### config.mk
export PLATFORM = sky130hd
export DESIGN_NAME = coverage_end_trim_segmenter
export DESIGN_NICKNAME = d
export VERILOG_FILES = /design/src/cets_pkg.sv /design/src/cets_track.sv /design/src/cets_plan.sv /design/src/cets_emit.sv /design/src/coverage_end_trim_segmenter.sv
export VERILOG_INCLUDE_DIRS = /design/src /design/src/src
export SDC_FILE = /design/constraint.sdc
export NUM_CORES = 1
export LEC_CHECK = 0
export ABC_AREA = 1
export BUFFER_PORTS_ARGS = -buffer_cell sky130_fd_sc_hd__buf_2
export CORE_ASPECT_RATIO = 1.75
export CORE_MARGIN = 2
export CORE_UTILIZATION = 55
export DETAILED_ROUTE_END_ITERATION = 7
export GPL_TIMING_DRIVEN = 0
export HOLD_SLACK_MARGIN = 0.08
export PLACE_DENSITY = 0.74
export SLEW_MARGIN = 5
export SYNTH_ARGS = -nofsm -noshare
export SYNTH_HDL_FRONTEND = slang
export SYNTH_SLANG_ARGS = --single-unit
### constraint.sdc
create_clock -name clk -period 8 [get_ports clk]
set_input_delay 0.8 -clock clk [delete_from_list [all_inputs] [get_ports clk]]
set_output_delay 0.8 -clock clk [all_outputs]
set_load 0.05 [all_outputs]
### src/coverage_end_trim_segmenter_defines.svh
// ----------------------------------------------------------------------------
// coverage_end_trim_segmenter_defines
// assertion macros used by cets_emit, empty when SYNTH is set
// ----------------------------------------------------------------------------
`ifndef COVERAGE_END_TRIM_SEGMENTER_DEFINES_SVH
`define COVERAGE_END_TRIM_SEGMENTER_DEFINES_SVH

`ifndef SYNTH
// property that holds on every clock edge outside reset
`define CETS_ASSERT(lbl, prop, msg) \
  lbl: assert property (@(posedge clk) disable iff (rst) (prop)) else $error(msg);
// consequence that holds in the cycle after the antecedent
`define CETS_ASSERT_NEXT(lbl, ante, cons, msg) \
  lbl: assert property (@(posedge clk) disable iff (rst) (ante) |=> (cons)) else $error(msg);
`else
`define CETS_ASSERT(lbl, prop, msg)
`define CETS_ASSERT_NEXT(lbl, ante, cons, msg)
`endif

`endif

### src/cets_pkg.sv
// ----------------------------------------------------------------------------
// cets_pkg
// widths, defaults and types of the coverage end trim segmenter
// ----------------------------------------------------------------------------
package cets_pkg;

  localparam int unsigned POS_BITS_DEF = 32;
  localparam int unsigned IN_POS_W     = 32;
  localparam int unsigned OUT_POS_W    = 32;
  localparam int unsigned COV_W        = 24;
  localparam int unsigned COV_FRAC     = 8;
  localparam int unsigned THR_W        = 16;
  localparam int unsigned NSEG         = 3;
  localparam int unsigned SEG_CNT_W    = 2;
  localparam int unsigned S_TDATA_W    = 3 * IN_POS_W + COV_W;
  localparam int unsigned M_TDATA_W    = 2 * OUT_POS_W;

  typedef enum logic [1:0] {
    CASE_BOTH,
    CASE_LEFT,
    CASE_RIGHT,
    CASE_WHOLE
  } trim_case_t;

endpackage

### src/cets_track.sv
// ----------------------------------------------------------------------------
// cets_track
// threshold register, leading and trailing low-run tracking, job register
// ----------------------------------------------------------------------------
module cets_track #(
  parameter int unsigned POS_BITS = cets_pkg::POS_BITS_DEF
) (
  input  logic                          clk,
  input  logic                          rst,
  input  logic                          cfg_valid,
  input  logic [cets_pkg::THR_W-1:0]    cfg_data,
  input  logic                          s_axis_tvalid,
  output logic                          s_axis_tready,
  input  logic [cets_pkg::S_TDATA_W-1:0] s_axis_tdata,
  input  logic                          s_axis_tlast,
  output logic                          job_valid,
  input  logic                          job_take,
  output logic [POS_BITS-1:0]           job_l,
  output logic [POS_BITS-1:0]           job_r,
  output logic [POS_BITS-1:0]           job_s
);
  import cets_pkg::*;

  logic [THR_W-1:0]    min_coverage;
  logic                in_prefix;
  logic [POS_BITS-1:0] prefix_end;
  logic                suffix_active;
  logic [POS_BITS-1:0] suffix_start;

  logic                          accept;
  logic [POS_BITS+IN_POS_W-1:0]  ws_wide, we_wide, sz_wide;
  logic [POS_BITS-1:0]           ws, we, sz;
  logic [COV_W-1:0]              cov;
  logic                          low;
  logic                          in_prefix_next;
  logic [POS_BITS-1:0]           prefix_end_next;
  logic [POS_BITS-1:0]           suffix_start_next;

  assign accept  = s_axis_tvalid && s_axis_tready;
  assign s_axis_tready = !job_valid || job_take;

  assign ws_wide = {{POS_BITS{1'b0}}, s_axis_tdata[IN_POS_W-1:0]};
  assign we_wide = {{POS_BITS{1'b0}}, s_axis_tdata[2*IN_POS_W-1:IN_POS_W]};
  assign sz_wide = {{POS_BITS{1'b0}}, s_axis_tdata[S_TDATA_W-1:2*IN_POS_W+COV_W]};
  assign ws  = ws_wide[POS_BITS-1:0];
  assign we  = we_wide[POS_BITS-1:0];
  assign sz  = sz_wide[POS_BITS-1:0];
  assign cov = s_axis_tdata[2*IN_POS_W+COV_W-1:2*IN_POS_W];

  // whole-number part below threshold
  assign low = cov[COV_W-1:COV_FRAC] < min_coverage;

  always_comb begin
    in_prefix_next    = in_prefix && low;
    prefix_end_next   = (in_prefix && low) ? we : prefix_end;
    suffix_start_next = (low && !suffix_active) ? ws : suffix_start;
  end

  always_ff @(posedge clk) begin
    if (rst) begin
      min_coverage <= '0;
    end else if (cfg_valid) begin
      min_coverage <= cfg_data;
    end
  end

  always_ff @(posedge clk) begin
    if (rst) begin
      in_prefix     <= 1'b1;
      prefix_end    <= '0;
      suffix_active <= 1'b0;
      suffix_start  <= '0;
    end else if (accept) begin
      if (s_axis_tlast) begin
        in_prefix     <= 1'b1;
        prefix_end    <= '0;
        suffix_active <= 1'b0;
        suffix_start  <= '0;
      end else begin
        in_prefix     <= in_prefix_next;
        prefix_end    <= prefix_end_next;
        suffix_active <= low;
        suffix_start  <= suffix_start_next;
      end
    end
  end

  always_ff @(posedge clk) begin
    if (rst) begin
      job_valid <= 1'b0;
    end else if (accept && s_axis_tlast) begin
      job_valid <= 1'b1;
    end else if (job_take) begin
      job_valid <= 1'b0;
    end
  end

  always_ff @(posedge clk) begin
    if (accept && s_axis_tlast) begin
      job_l <= prefix_end_next;
      job_r <= low ? suffix_start_next : sz;
      job_s <= sz;
    end
  end

endmodule

### src/cets_plan.sv
// ----------------------------------------------------------------------------
// cets_plan
// picks the trim case, builds the segment list, drops repeated starts, sorts
// ----------------------------------------------------------------------------
module cets_plan #(
  parameter int unsigned POS_BITS = cets_pkg::POS_BITS_DEF
) (
  input  logic [POS_BITS-1:0]                          l,
  input  logic [POS_BITS-1:0]                          r,
  input  logic [POS_BITS-1:0]                          s,
  output logic [cets_pkg::NSEG-1:0][POS_BITS-1:0]      seg_st,
  output logic [cets_pkg::NSEG-1:0][POS_BITS-1:0]      seg_en,
  output logic [cets_pkg::SEG_CNT_W-1:0]               seg_cnt
);
  import cets_pkg::*;

  localparam logic [POS_BITS-1:0] POS_ONE = POS_BITS'(1);

  trim_case_t                       tcase;
  logic [POS_BITS-1:0]              lp1, rm1;
  logic [NSEG-1:0][POS_BITS-1:0]    st, en;
  logic [NSEG-1:0]                  v, keep;
  logic [NSEG-1:0][SEG_CNT_W-1:0]   rank;

  assign lp1 = l + POS_ONE;
  assign rm1 = r - POS_ONE;

  always_comb begin
    if (l > POS_ONE && r < s && r > POS_ONE) begin
      tcase = CASE_BOTH;
    end else if (l > POS_ONE && l < s && r == s) begin
      tcase = CASE_LEFT;
    end else if (l == '0 && r < s && r > POS_ONE) begin
      tcase = CASE_RIGHT;
    end else begin
      tcase = CASE_WHOLE;
    end
  end

  always_comb begin
    st = '0;
    en = '0;
    v  = '0;
    unique case (tcase)
      CASE_BOTH: begin
        st[0] = POS_ONE; en[0] = l;
        st[1] = lp1;     en[1] = rm1;
        st[2] = r;       en[2] = s;
        v     = 3'b111;
      end
      CASE_LEFT: begin
        st[0] = POS_ONE; en[0] = l;
        st[1] = lp1;     en[1] = s;
        v     = 3'b011;
      end
      CASE_RIGHT: begin
        st[0] = r;       en[0] = s;
        st[1] = POS_ONE; en[1] = rm1;
        v     = 3'b011;
      end
      default: begin
        st[0] = POS_ONE; en[0] = s;
        v     = 3'b001;
      end
    endcase
  end

  // a later segment with an already used start is dropped
  always_comb begin
    keep[0] = v[0];
    keep[1] = v[1] && (st[1] != st[0]);
    keep[2] = v[2] && (st[2] != st[0]) && !(keep[1] && (st[2] == st[1]));
  end

  always_comb begin
    for (int i = 0; i < NSEG; i++) begin
      rank[i] = '0;
      for (int j = 0; j < NSEG; j++) begin
        if (j != i && keep[j] && (st[j] < st[i])) begin
          rank[i] = rank[i] + SEG_CNT_W'(1);
        end
      end
    end
  end

  always_comb begin
    seg_st = '0;
    seg_en = '0;
    for (int k = 0; k < NSEG; k++) begin
      for (int i = 0; i < NSEG; i++) begin
        if (keep[i] && rank[i] == SEG_CNT_W'(k)) begin
          seg_st[k] = st[i];
          seg_en[k] = en[i];
        end
      end
    end
  end

  assign seg_cnt = SEG_CNT_W'(keep[0]) + SEG_CNT_W'(keep[1]) + SEG_CNT_W'(keep[2]);

endmodule

### src/cets_emit.sv
// ----------------------------------------------------------------------------
// cets_emit
// segment buffer of one sequence, sends its segments one word at a time
// ----------------------------------------------------------------------------
`include "coverage_end_trim_segmenter_defines.svh"

module cets_emit #(
  parameter int unsigned POS_BITS = cets_pkg::POS_BITS_DEF
) (
  input  logic                                     clk,
  input  logic                                     rst,
  input  logic                                     job_valid,
  output logic                                     job_take,
  input  logic [cets_pkg::NSEG-1:0][POS_BITS-1:0]  plan_st,
  input  logic [cets_pkg::NSEG-1:0][POS_BITS-1:0]  plan_en,
  input  logic [cets_pkg::SEG_CNT_W-1:0]           plan_cnt,
  output logic                                     m_axis_tvalid,
  input  logic                                     m_axis_tready,
  output logic [cets_pkg::M_TDATA_W-1:0]           m_axis_tdata,
  output logic                                     m_axis_tlast
);
  import cets_pkg::*;

  logic                          busy;
  logic [SEG_CNT_W-1:0]          cnt;
  logic [SEG_CNT_W-1:0]          idx;
  logic [NSEG-1:0][POS_BITS-1:0] st, en;
  logic                          at_last;
  logic [POS_BITS+OUT_POS_W-1:0] st_wide, en_wide;

  assign at_last  = (idx == cnt - SEG_CNT_W'(1));
  assign job_take = !busy || (m_axis_tready && at_last);

  always_ff @(posedge clk) begin
    if (rst) begin
      busy <= 1'b0;
      cnt  <= '0;
      idx  <= '0;
    end else if (job_valid && job_take) begin
      busy <= 1'b1;
      cnt  <= plan_cnt;
      idx  <= '0;
    end else if (busy && m_axis_tready) begin
      if (at_last) begin
        busy <= 1'b0;
      end else begin
        idx <= idx + SEG_CNT_W'(1);
      end
    end
  end

  always_ff @(posedge clk) begin
    if (job_valid && job_take) begin
      st <= plan_st;
      en <= plan_en;
    end
  end

  assign st_wide = {{OUT_POS_W{1'b0}}, st[idx]};
  assign en_wide = {{OUT_POS_W{1'b0}}, en[idx]};

  assign m_axis_tvalid = busy;
  assign m_axis_tdata  = {en_wide[OUT_POS_W-1:0], st_wide[OUT_POS_W-1:0]};
  assign m_axis_tlast  = at_last;

  `CETS_ASSERT(a_idx_in_range, !busy || (cnt != '0 && idx < cnt), "segment index out of range")
  `CETS_ASSERT(a_sorted, !busy || cnt < SEG_CNT_W'(2) || st[0] < st[1], "segments out of order")
  `CETS_ASSERT_NEXT(a_load, job_valid && job_take, busy && idx == '0, "job not loaded")
  `CETS_ASSERT_NEXT(a_hold, busy && !m_axis_tready, busy && $stable(idx), "stalled segment moved")

endmodule

### src/coverage_end_trim_segmenter.sv
// ----------------------------------------------------------------------------
// coverage_end_trim_segmenter
// end trimming of a sequence by low-coverage runs at both ends
// ----------------------------------------------------------------------------
// usage
//   cfg_valid/cfg_data writes min_coverage; cfg_ready is always high
//   s_axis takes one coverage window per word, tlast on the final window
//   of a sequence; non-final windows produce nothing on m_axis
//   m_axis gives 1 to 3 segments per sequence in ascending start order,
//   tlast on the last segment of the sequence
// timing
//   one window per cycle while s_axis_tready is high; the final window
//   passes through the job register into the segment buffer, which offers
//   the segments one per cycle while m_axis_tready is high
//   a final window waits in a one-deep job register while the segment
//   buffer drains; s_axis_tready drops only while that register is full
//   and the buffer cannot take it
// reset
//   rst is synchronous, clears the threshold and the run tracking, and
//   empties the job register and segment buffer; no clearing pass
//   a stalled m_axis holds its segment and index unchanged
// ----------------------------------------------------------------------------
module coverage_end_trim_segmenter #(
  parameter int unsigned POS_BITS = cets_pkg::POS_BITS_DEF
) (
  input  logic                           clk,
  input  logic                           rst,
  input  logic                           cfg_valid,
  output logic                           cfg_ready,
  input  logic [cets_pkg::THR_W-1:0]     cfg_data,       // min_coverage
  input  logic                           s_axis_tvalid,
  output logic                           s_axis_tready,
  input  logic [cets_pkg::S_TDATA_W-1:0] s_axis_tdata,   // win_start, win_end, coverage, seq_size
  input  logic                           s_axis_tlast,   // last_window
  output logic                           m_axis_tvalid,
  input  logic                           m_axis_tready,
  output logic [cets_pkg::M_TDATA_W-1:0] m_axis_tdata,   // seg_start, seg_end
  output logic                           m_axis_tlast    // seg_last
);
  import cets_pkg::*;

  logic                          job_valid, job_take;
  logic [POS_BITS-1:0]           job_l, job_r, job_s;
  logic [NSEG-1:0][POS_BITS-1:0] plan_st, plan_en;
  logic [SEG_CNT_W-1:0]          plan_cnt;

  assign cfg_ready = 1'b1;

  cets_track #(.POS_BITS(POS_BITS)) u_track (
    .clk           (clk),
    .rst           (rst),
    .cfg_valid     (cfg_valid),
    .cfg_data      (cfg_data),
    .s_axis_tvalid (s_axis_tvalid),
    .s_axis_tready (s_axis_tready),
    .s_axis_tdata  (s_axis_tdata),
    .s_axis_tlast  (s_axis_tlast),
    .job_valid     (job_valid),
    .job_take      (job_take),
    .job_l         (job_l),
    .job_r         (job_r),
    .job_s         (job_s)
  );

  cets_plan #(.POS_BITS(POS_BITS)) u_plan (
    .l       (job_l),
    .r       (job_r),
    .s       (job_s),
    .seg_st  (plan_st),
    .seg_en  (plan_en),
    .seg_cnt (plan_cnt)
  );

  cets_emit #(.POS_BITS(POS_BITS)) u_emit (
    .clk           (clk),
    .rst           (rst),
    .job_valid     (job_valid),
    .job_take      (job_take),
    .plan_st       (plan_st),
    .plan_en       (plan_en),
    .plan_cnt      (plan_cnt),
    .m_axis_tvalid (m_axis_tvalid),
    .m_axis_tready (m_axis_tready),
    .m_axis_tdata  (m_axis_tdata),
    .m_axis_tlast  (m_axis_tlast)
  );

endmodule

Yosys cells after proc, flatten, opt, wreduce, memory -nomap -nowiden
Index checks and enable logic that the tools add are counted.
{"block": "op_classes", "n_reduce_logical": 52, "magnitude_cmp": 12, "eq_ne": 13, "n_bitwise": 1, "muxes": 50, "add_sub_neg": 9}
{"operator": "32-bit 2-to-1 mux", "count": 29}
{"operator": "32-bit less-than comparator", "count": 8}
{"operator": "32-bit binary-select mux with 2-bit select", "count": 2}
{"operator": "32-bit case mux with 2 select lines", "count": 2}
{"operator": "32-bit == test", "count": 2}
{"operator": "32-bit by 1-bit greater-than comparator with 1-bit output, second input constant", "count": 2}
{"operator": "32-bit != test", "count": 2}
{"operator": "32-bit by 1-bit adder with 32-bit output, second input constant", "count": 1}
{"operator": "1-bit logical AND", "count": 32}
{"operator": "32-bit logical NOT", "count": 1}
{"operator": "32-bit by 1-bit subtractor with 32-bit output, second input constant", "count": 1}
{"operator": "16-bit less-than comparator", "count": 1}
{"operator": "1-bit 2-to-1 mux", "count": 11}
{"operator": "2-bit 2-to-1 mux", "count": 5}
{"operator": "2-bit by 1-bit == test with 1-bit output, second input constant", "count": 4}
{"operator": "2-bit == test, second input constant", "count": 4}
{"operator": "2-bit logical NOT", "count": 4}
{"operator": "2-bit OR reduction", "count": 4}
{"operator": "1-bit by 1-bit adder with 2-bit output, second input constant", "count": 3}
{"operator": "3-bit case mux with 2 select lines", "count": 1}
{"operator": "2-bit nonzero test", "count": 3}
{"operator": "1-bit logical NOT", "count": 4}
{"operator": "2-bit AND reduction", "count": 2}
{"operator": "2-bit by 3-bit less-than comparator with 1-bit output, second input constant", "count": 1}
{"operator": "7 further kinds", "count": 8}
{"block": "totals", "register_bits": 376, "output_inout_bits": 68, "inputBits": 142, "wordCells": 155}

Depth between registers and ports, before layout
Gate-level depths: netlist of the first run.
{"block": "depth", "depth_word": 21, "depth_mapped": 38, "mapped_depth_nobuf": 36}

Hierarchy
Synthesis of the first run repeated with hierarchy kept, for this count alone.
{"block": "unflattened", "hier_cells": 4039, "hier_area_um2": 27906.8}
{"mod": "cets_plan", "area_each_um2": 12315.6, "seq_area_each_um2": 0.0, "cells_per_inst": 2578, "instances": 1}
{"mod": "cets_track", "area_each_um2": 8115.3, "seq_area_each_um2": 4544.4, "cells_per_inst": 930, "instances": 1}
{"mod": "cets_emit", "area_each_um2": 7464.7, "seq_area_each_um2": 5865.6, "cells_per_inst": 529, "instances": 1}
{"mod": "coverage_end_trim_segmenter", "area_each_um2": 11.3, "seq_area_each_um2": 0.0, "cells_per_inst": 2, "instances": 1}

Worst setup path before layout of the first run
OpenSTA, ideal clock, no wires.
{"block": "synth_path", "path_type": "in2reg", "start": "in m_axis_tready", "end": "reg u_track.job_valid", "required_ns": 7.944, "slack_ns": 1.470, "setup_ns": 0.056, "arrival_ns": 6.473, "path_buffers": 1, "stages": 11, "cell_sequence": "inv_1 > o21ai_0 > inv_1 > nand2_1 > nand2_1 > clkbuf_1 > nor2_1 > inv_1 > nand2_1 > nand2_1 > inv_1"}
{"block": "synth_via", "elab_chain_cells": 6, "elab_cells_between_ends": 7, "classes_between": "1 x mux; 6 x reduce/logical"}
{"item": "start, declared", "line_no": "coverage_end_trim_segmenter.sv:36", "source": "input logic m_axis_tready,"}
{"item": "1-bit logical AND *", "line_no": "cets_emit.sv:32", "source": "assign job_take = !busy || (m_axis_tready && at_last);"}
{"item": "1-bit logical OR *", "line_no": "cets_emit.sv:32"}
{"item": "1-bit logical OR *", "line_no": "cets_track.sv:40", "source": "assign s_axis_tready = !job_valid || job_take;"}
{"item": "net s_axis_tready", "line_no": "coverage_end_trim_segmenter.sv:32", "source": "output logic s_axis_tready,"}
{"item": "1-bit logical AND *", "line_no": "cets_track.sv:39", "source": "assign accept = s_axis_tvalid && s_axis_tready;"}
{"item": "1-bit logical AND *", "line_no": "cets_track.sv:91", "source": "end else if (accept && s_axis_tlast) begin"}
{"item": "1-bit 2-to-1 mux or 2-bit nonzero test (tied branches)"}
{"item": "end signal, assigned", "line_no": "cets_track.sv:90", "source": "job_valid <= 1'b0;"}
{"item": "end signal, assigned", "line_no": "cets_track.sv:92", "source": "job_valid <= 1'b1;"}
{"item": "end signal, assigned", "line_no": "cets_track.sv:94", "source": "job_valid <= 1'b0;"}
{"item": "end, declared", "line_no": "cets_track.sv:16", "source": "output logic job_valid,"}
The timed path passes the listed nets; every way through them passes the cells marked *.
A chain may end at the register's enable or synchronous reset.

==> metrics.md, run 1 <==
| Metric | Value |
|---|---|
| Max H-tree Level | `2` |
| Seq/Total Area, Yosys | `40.02%` |
| WP data arrival | `8.24 ns` |
| Min Clock Period, post-route | `7.891 ns` |
| Layout Nets | `~4000` |
| Period utilisation layout | `98.64%` |
| Final Max Tran Viols | `0` |
| Final Hold Violating Endpoints | `0` |
| First-pass GRT wire length | `153300 um` |
| Critical path depth | `31` |
| Pwr Total | `6.068 mW` |
| Core area | `46770 um^2` |
| Crit-path max cell delay | `between 0.6 and 0.7 ns` |
| Vias post-DR | `26130` |
| Synth Area in Adders | `7.359%` |
| Compound-Gate Fraction of Synth Area | `11.47%` |
| Total Wirelength | `104400 um` |
| Syn nets | `3741` |
| CTS Hold Buffers Added | `0` |
| #FFs+latches synth | `376` |
| Synth area leaders | `edfxtp_1, nand2_1, ha_1, dfxtp_1, nand3_1` |
| FF-to-FF setup slack | `0.11 ns` |
| Min-delay worst type | `primary input to register` |
| Status | `finished with violations` |
| Maxcap violations | `0` |
| Buf/Inv on CP | `9` |
| Fin Clk Skew | `0.02819 ns` |
| Startpoint types | `register` |
| Per-cell routed wire length | `24.27 um` |
| Mux share of post-synthesis cell area | `2.770%` |
| GPL Wtd Cong | `1.047` |
| Count leader, synth | `nand2_1` |
| DRC | `4` |
| Clock Path Buffers | `3` |
| Failing checks | `DRC` |
| # setup viols final | `0` |
| # clock sinks | `between 300 and 400` |
| Reg clk slew, reported paths | `approximately 0.080 ns` |
| Design Area, Final | `28940 um^2` |
| Initial Util | `55.62%` |
| Die width | `168.4 um` |
| Util after Layout | `61.88%` |
| Max FO, Critical Path | `10` |
| Synth Instances | `3446` |
| R2R cell count | `31` |
| DR iter-0 viols | `2651` |
| Syn. warnings | `0` |
| CTS Buf Count | `35` |
| EDFF count, synth | `288` |
| Layout cells sized above 1 | `12.89%` |
| Clock root buffer | `clkbuf_16` |
| IO Pins | `210` |
| Site row count | `between 100 and 150` |
| Main combinational cell family by area after synthesis | `simple AND/OR/NAND/NOR gates` |
| CP most frequent cell | `inv_1` |
| Synth unique cells | `56` |
| # port buffers | `200` |
| Setup TNS | `0 ns` |
| Vias/cell | `6.077` |
| Die Y | `291.7 um` |
| Fmax | `0.1267 GHz` |
| Synthesized area | `26010 um^2` |
| Synth Flop Type | `edfxtp_1` |
| Hold Startpoint | `s_axis_tdata[88]` |
| Kind of end point of the critical path | `register` |
| Ys async rst share | `0%` |
| RSZ-0062 raised after global routing | `no` |
| Placed insts | `4238` |
| Vias in the first global route | `25840` |
| Final Non-Filler Cells | `4300` |
| Synth Area in Simple Gates | `29.80%` |
| CTS tree | `built` |
| Post-route ant nets | `0` |
| Clk Latency, worst-skew pair | `about 0.56 ns` |
| Global-route usage over all layers | `42.24%` |
| Die area | `slightly below 50000 um^2` |
| Drt first pass iters | `8` |
| CP max-delay cell | `edfxtp_1` |
| Lkg Pwr | `12.52 nW` |
| Synth area leader | `edfxtp_1` |
| Hold slack | `~0.43 ns` |
| Largest net degree at the start of global routing | `129` |
| Detail Placement HPWL | `82540 um` |
| Synth-to-layout area growth | `11.24%` |
| DP Worst Slack | `roughly 0.08 ns` |
| Top cell type's share of synthesized area | `33.24%` |
| R2r startpoint | `u_track.job_s[26]$_DFFE_PP_` |
| Initial antenna violation count | `4` |
| Crit path to | `u_emit.en[40]$_DFFE_PP_` |
| Post-route setup slack | `0.1090 ns` |
| Path type of the worst setup path | `register to register` |
| Worst slew pin tran | `1.095 ns` |
| Critical Path RT | `8.35 ns` |
| Placed instance area | `between 20000 and 30000 um^2` |
| Peak supply drop | `about 0.00019 V` |
| Post-synth top cells | `nand2_1, nand3_1, nor2_1` |
| Grt total ovfl | `0` |
| Synthesized area per cell | `7.549 um^2` |
| Reg-to-reg endpoint | `u_emit.en[40]$_DFFE_PP_` |
| CP top delay family | `simple AND/OR/NAND/NOR gates` |
| Critical path startpoint | `u_track.job_s[26]$_DFFE_PP_` |
| Power density cells | `209.7 nW/um^2` |
| Xor and xnor fraction of the mapped netlist area | `1.212%` |
| Max transition margin | `between 20% and 30%` |
==> area by class of cell <==
class                      count  area (um^2)
tap                          588        735.7
buffer                       200         1051
inverter                     227        873.3
multi-input combinational   2641        13710
timing repair buffer         205         1096
antenna                        4        10.01
sequential                   376        10410
clock inverter                16        108.9
fill                        4448        17830
clock buffer                  43        948.4
==> registers in the layout, indices dropped and copies added, names as in the netlist, 2 cells and up <==
name and cells:
u_emit.idx 2, u_track.prefix_end 32, u_emit.en 96, u_emit.st 96, u_track.job_r 32, u_track.min_coverage 16
u_emit.cnt 2, u_track.job_l 32, u_track.suffix_start 32, u_track.job_s 32
==> cells by family after synthesis <==
group,Yosys count
flip-flops,376
multiplexers,64
AND/OR/NAND/NOR,1843
adder cells (fa/ha/maj),153
other,1
XOR/XNOR,36
buffers and inverters,429
AO/OA/AOI/OAI,544
==> how the worst min path moves through the flow <==
stage,endpoint,slack (ns),cells past startpoint
floorplan,u_track.min_coverage[15]$_SDFFE_PP0P_,0.43,2
global placement,u_track.prefix_end[14]$_SDFFE_PP0P_,0.45,2
detailed placement,u_track.prefix_end[20]$_SDFFE_PP0P_,0.45,2
CTS,u_track.job_s[0]$_DFFE_PP_,0.42,1
global route,u_track.job_s[0]$_DFFE_PP_,0.43,1
finish,u_track.job_s[0]$_DFFE_PP_,0.43,1
==> cells in the final DEF (no fill, tap or decap), types with 20 or more instances in the layout <==
master / n
o21ai_0: 173
inv_2: 23
clkbuf_16: 37
dfxtp_1: 88
nor2_1: 296
clkbuf_1: 106
nand3_1: 304
mux2_2: 53
nor2_2: 20
ha_1: 152
edfxtp_1: 288
a21oi_1: 154
nand2_1: 1106
nand4_1: 31
o21ai_1: 108
inv_1: 200
o31ai_1: 66
xor2_1: 32
nor3_1: 25
buf_2: 226
buf_4: 37
==> where the power goes <==
part	switching, mW	internal, mW
sequential	0.102	2.27
clock	0.767	0.876
combinational	1.48	0.572
==> per-layer routing <==
layer  GRT usage, %  routed length (um)  vias to the layer above
li1               -                   -                    12080
met1          41.33               34000                    12120
met2          75.18               51700                     1367
met3          6.574                6632                      556
met4          39.51               12040                        0
met5         0.1011                   0                        -
==> timing repair <==
action                     in CTS  in global routing
resized for setup               0                 16
buffers inserted                0                  1
setup endpoints to repair       0                188
No activity file was read; power rests on OpenSTA's default activity.
==> inputs of run 2 (changes only) <==
--- a/config.mk
+++ b/config.mk
@@ -10,11 +10,10 @@
 export BUFFER_PORTS_ARGS = -buffer_cell sky130_fd_sc_hd__buf_2
 export CORE_ASPECT_RATIO = 1.75
 export CORE_MARGIN = 2
-export CORE_UTILIZATION = 55
+export CORE_UTILIZATION = 30
 export DETAILED_ROUTE_END_ITERATION = 7
 export GPL_TIMING_DRIVEN = 0
 export HOLD_SLACK_MARGIN = 0.08
-export PLACE_DENSITY = 0.74
 export SLEW_MARGIN = 5
 export SYNTH_ARGS = -nofsm -noshare
 export SYNTH_HDL_FRONTEND = slang
==> run 2 against run 1 <==
Compared with the run above: the flow now finishes without violations; largest cell class unchanged; worst setup slack improved by 0.24 ns; sequential cell count did not move; routed wire length rose by 3.5%; clock power rose by 4%; register-to-register slack improved by 0.24 ns; critical endpoint is now u_emit.en[93]$_DFFE_PP_; fmax rose by 3.2%; utilization fell by 27 points; design area rose by 2.8%; largest power group unchanged.
==> metrics.md, run 2 (same netlist as run 1, synthesis figures left out) <==
| Metric | Value |
|---|---|
| Status | `complete, no violations` |
| Hold Startpoint | `s_axis_tdata[112]` |
| Die area | `89180 um^2 (+82%)` |
| Detail Placement HPWL | `86920 um (+5.3%)` |
| Clock Path Buffers | `3 (unchanged)` |
| Clk Latency, worst-skew pair | `0.58 ns (+0.02 ns)` |
| Synth-to-layout area growth | `14.35%` |
| FF-to-FF setup slack | `0.35 ns (+0.24 ns)` |
| Setup TNS | `0 ns (unchanged)` |
| Total Wirelength | `108000 um (+3.5%)` |
| Critical Path RT | `8.37 ns (+0.02 ns)` |
| Site row count | `142 (+35%)` |
| RSZ-0062 raised after global routing | `no` |
| Util after Layout | `34.66% (-27 points)` |
| DP Worst Slack | `-0.05609 ns (-0.1384 ns)` |
| Layout cells sized above 1 | `13.19% (+0.30 points)` |
| Grt total ovfl | `0 (unchanged)` |
| CTS Buf Count | `35 (unchanged)` |
| Design Area, Final | `29750 um^2 (+2.8%)` |
| CTS Hold Buffers Added | `0 (unchanged)` |
| Worst slew pin tran | `1.372 ns (+0.2774 ns)` |
| Per-cell routed wire length | `22.19 um (-8.6%)` |
| Clock Power Share | `27.8% (+0.7 points)` |
| Placed instance area | `28540 um^2 (+2.5%)` |
| R2r startpoint | `u_track.job_s[28]$_DFFE_PP_` |
| DR iter-0 viols | `1800 (-32%)` |
| Final Hold Violating Endpoints | `0 (unchanged)` |
| Final Non-Filler Cells | `4868 (+13%)` |
| Internal power | `3.778 mW (+1.6%)` |
| Fmax | `0.1308 GHz (+3.2%)` |
| Max H-tree Level | `2 (unchanged)` |
| Final Max Tran Viols | `0 (unchanged)` |
| Kind of end point of the critical path | `register` |
| Flop pwr share | `38.2% (-0.9 points)` |
| First-pass GRT wire length | `158000 um (+3.0%)` |
| Power share of the combinational group | `34.0% (+0.2 points)` |
| CP max-delay cell | `a221oi_2` |
| Die width | `226.6 um (+35%)` |
| CTS tree | `built` |
| IO Pins | `210 (unchanged)` |
| Global-route usage over all layers | `24.02% (-18 points)` |
| Vias in the first global route | `25080 (-2.9%)` |
| WP data arrival | `8.02 ns (-0.22 ns)` |
| Die Y | `393.6 um (+35%)` |
| Reg-to-reg endpoint | `u_emit.en[93]$_DFFE_PP_` |
| Maxcap violations | `0 (unchanged)` |
| Net Sw Power | `2.390 mW (+1.8%)` |
| Core area | `85810 um^2 (+83%)` |
| Placed insts | `4801 (+13%)` |
| Reg clk slew, reported paths | `0.06 ns (-0.02 ns)` |
| Initial antenna violation count | `5 (+1)` |
| Min-Delay Path Depth | `1 (unchanged)` |
| Period utilisation layout | `95.58% (-3.1 points)` |
| Lkg Pwr | `12.58 nW (+0.45%)` |
| Fin Clk Skew | `0.02076 ns (-0.007431 ns)` |
| Drt first pass iters | `5 (-3)` |
| Min Clock Period, post-route | `7.646 ns (-0.2448 ns)` |
| # port buffers | `200 (unchanged)` |
| Startpoint types | `register` |
| Crit-path max cell delay | `0.69 ns (about the same)` |
| GPL Wtd Cong | `1.016 (-2.9%)` |
| Min-delay worst type | `primary input to register` |
| Pwr Total | `6.168 mW (+1.7%)` |
| Min-Delay Endpoint | `u_track.job_s[24]$_DFFE_PP_` |
| Most common cell after layout, fill and taps aside | `nand2_1` |
| Vias post-DR | `25250 (-3.4%)` |
| Sw Share | `38.75% (+0.049 points)` |
| Post-route ant nets | `0 (unchanged)` |
| Peak supply drop | `0.0001597 V (-16%)` |
| Hold slack | `0.4197 ns (-0.01172 ns)` |
| Layout Nets | `3982 (+0.025%)` |
| Post-route setup slack | `0.3537 ns (+0.2448 ns)` |
| Leading cell types in the layout, fill and taps excluded | `nand2_1, nand3_1, nor2_1` |
| Power density cells | `207.4 nW/um^2 (-1.1%)` |
| Vias/cell | `5.186 (-15%)` |
| DRC | `0 (-4)` |
| Largest net degree at the start of global routing | `127 (-1.6%)` |
| Clock root buffer | `clkbuf_16` |
| Max FO, Critical Path | `10 (unchanged)` |
| R2R cell count | `29 (-6.5%)` |
| # setup viols final | `0 (unchanged)` |
| Max transition margin | `7.560% (-19 points)` |
| Initial Util | `30.32% (-25 points)` |
| # clock sinks | `376 (unchanged)` |
| CP most frequent cell | `nand2_1` |
| Largest regs | `u_emit.en: 96 flops, u_emit.st: 96 flops` |
| Path type of the worst setup path | `register to register` |
-- run 2: cell count changes in the layout (fill, tap and decap cells not counted), sizes merged --
cell and delta:
bufinv +2, inv +3, clkinv -3, diode -2, clkbuf +2, clkinvlp +2
-- run 2: worst max path at each step --
stage / start / to / slack, ns / cells after the start
floorplan: m_axis_tready / u_track.job_valid$_SDFFE_PP0P_ / 1.47 / 11
global placement: u_emit.idx[0]$_SDFFE_PP0P_ / u_track.job_valid$_SDFFE_PP0P_ / -0.81 / 13
detailed placement: u_track.job_r[0]$_DFFE_PP_ / u_emit.en[61]$_DFFE_PP_ / -0.06 / 31
CTS: u_track.job_r[0]$_DFFE_PP_ / u_emit.en[57]$_DFFE_PP_ / 0.16 / 33
global route: u_track.job_s[28]$_DFFE_PP_ / u_emit.en[93]$_DFFE_PP_ / 0.06 / 29
finish: u_track.job_s[28]$_DFFE_PP_ / u_emit.en[93]$_DFFE_PP_ / 0.35 / 29
-- run 2: what timing repair did --
action                     4_1_cts  5_1_grt
buffers inserted                 0        1
resized for setup                1       18
gates cloned                     0        0
pin swaps                        0        1
setup endpoints to repair       29      190
-- run 2: cell type report --
cell class | count | area, um^2
fillers | 9175 | 56070
inverters | 227 | 873.3
flip-flops and latches | 376 | 10410
diodes | 2 | 5.005
plain buffers | 199 | 1050
clock buffers | 44 | 919.6
well taps | 1152 | 1441
repair buffers | 207 | 1099
multi-input cells | 2641 | 13720
clock inverters | 20 | 234.0
-- run 2: worst max-delay path, delay by kind of cell, from the launching register on --
family          cells  cell delay (ns)
fa+ha+maj           3             1.32
simple gates       14             2.12
flops               1             0.65
buf+inv             5             1.53
compound gates      7             1.82
-- run 2: layer usage --
layer | vias up | track usage [%] | wire, um
met2 | 1021 | 42.70 | 53480
met3 | 392 | 3.913 | 6332
met1 | 11740 | 24.01 | 36800
li1 | 12090 | - | -
met5 | - | 0 | 0
met4 | 0 | 20.72 | 11400
-- run 2: power by group through the flow --
stage	Clock (mW)	Combinational (mW)	Sequential [mW]
6_report	1.71	2.10	2.36
5_1_grt	1.81	2.25	2.36
4_1_cts	1.75	2.03	2.35
3_5_place_dp	0	2.03	2.40
3_3_place_gp	0	2.01	2.41
2_1_floorplan	0	1.30	2.36
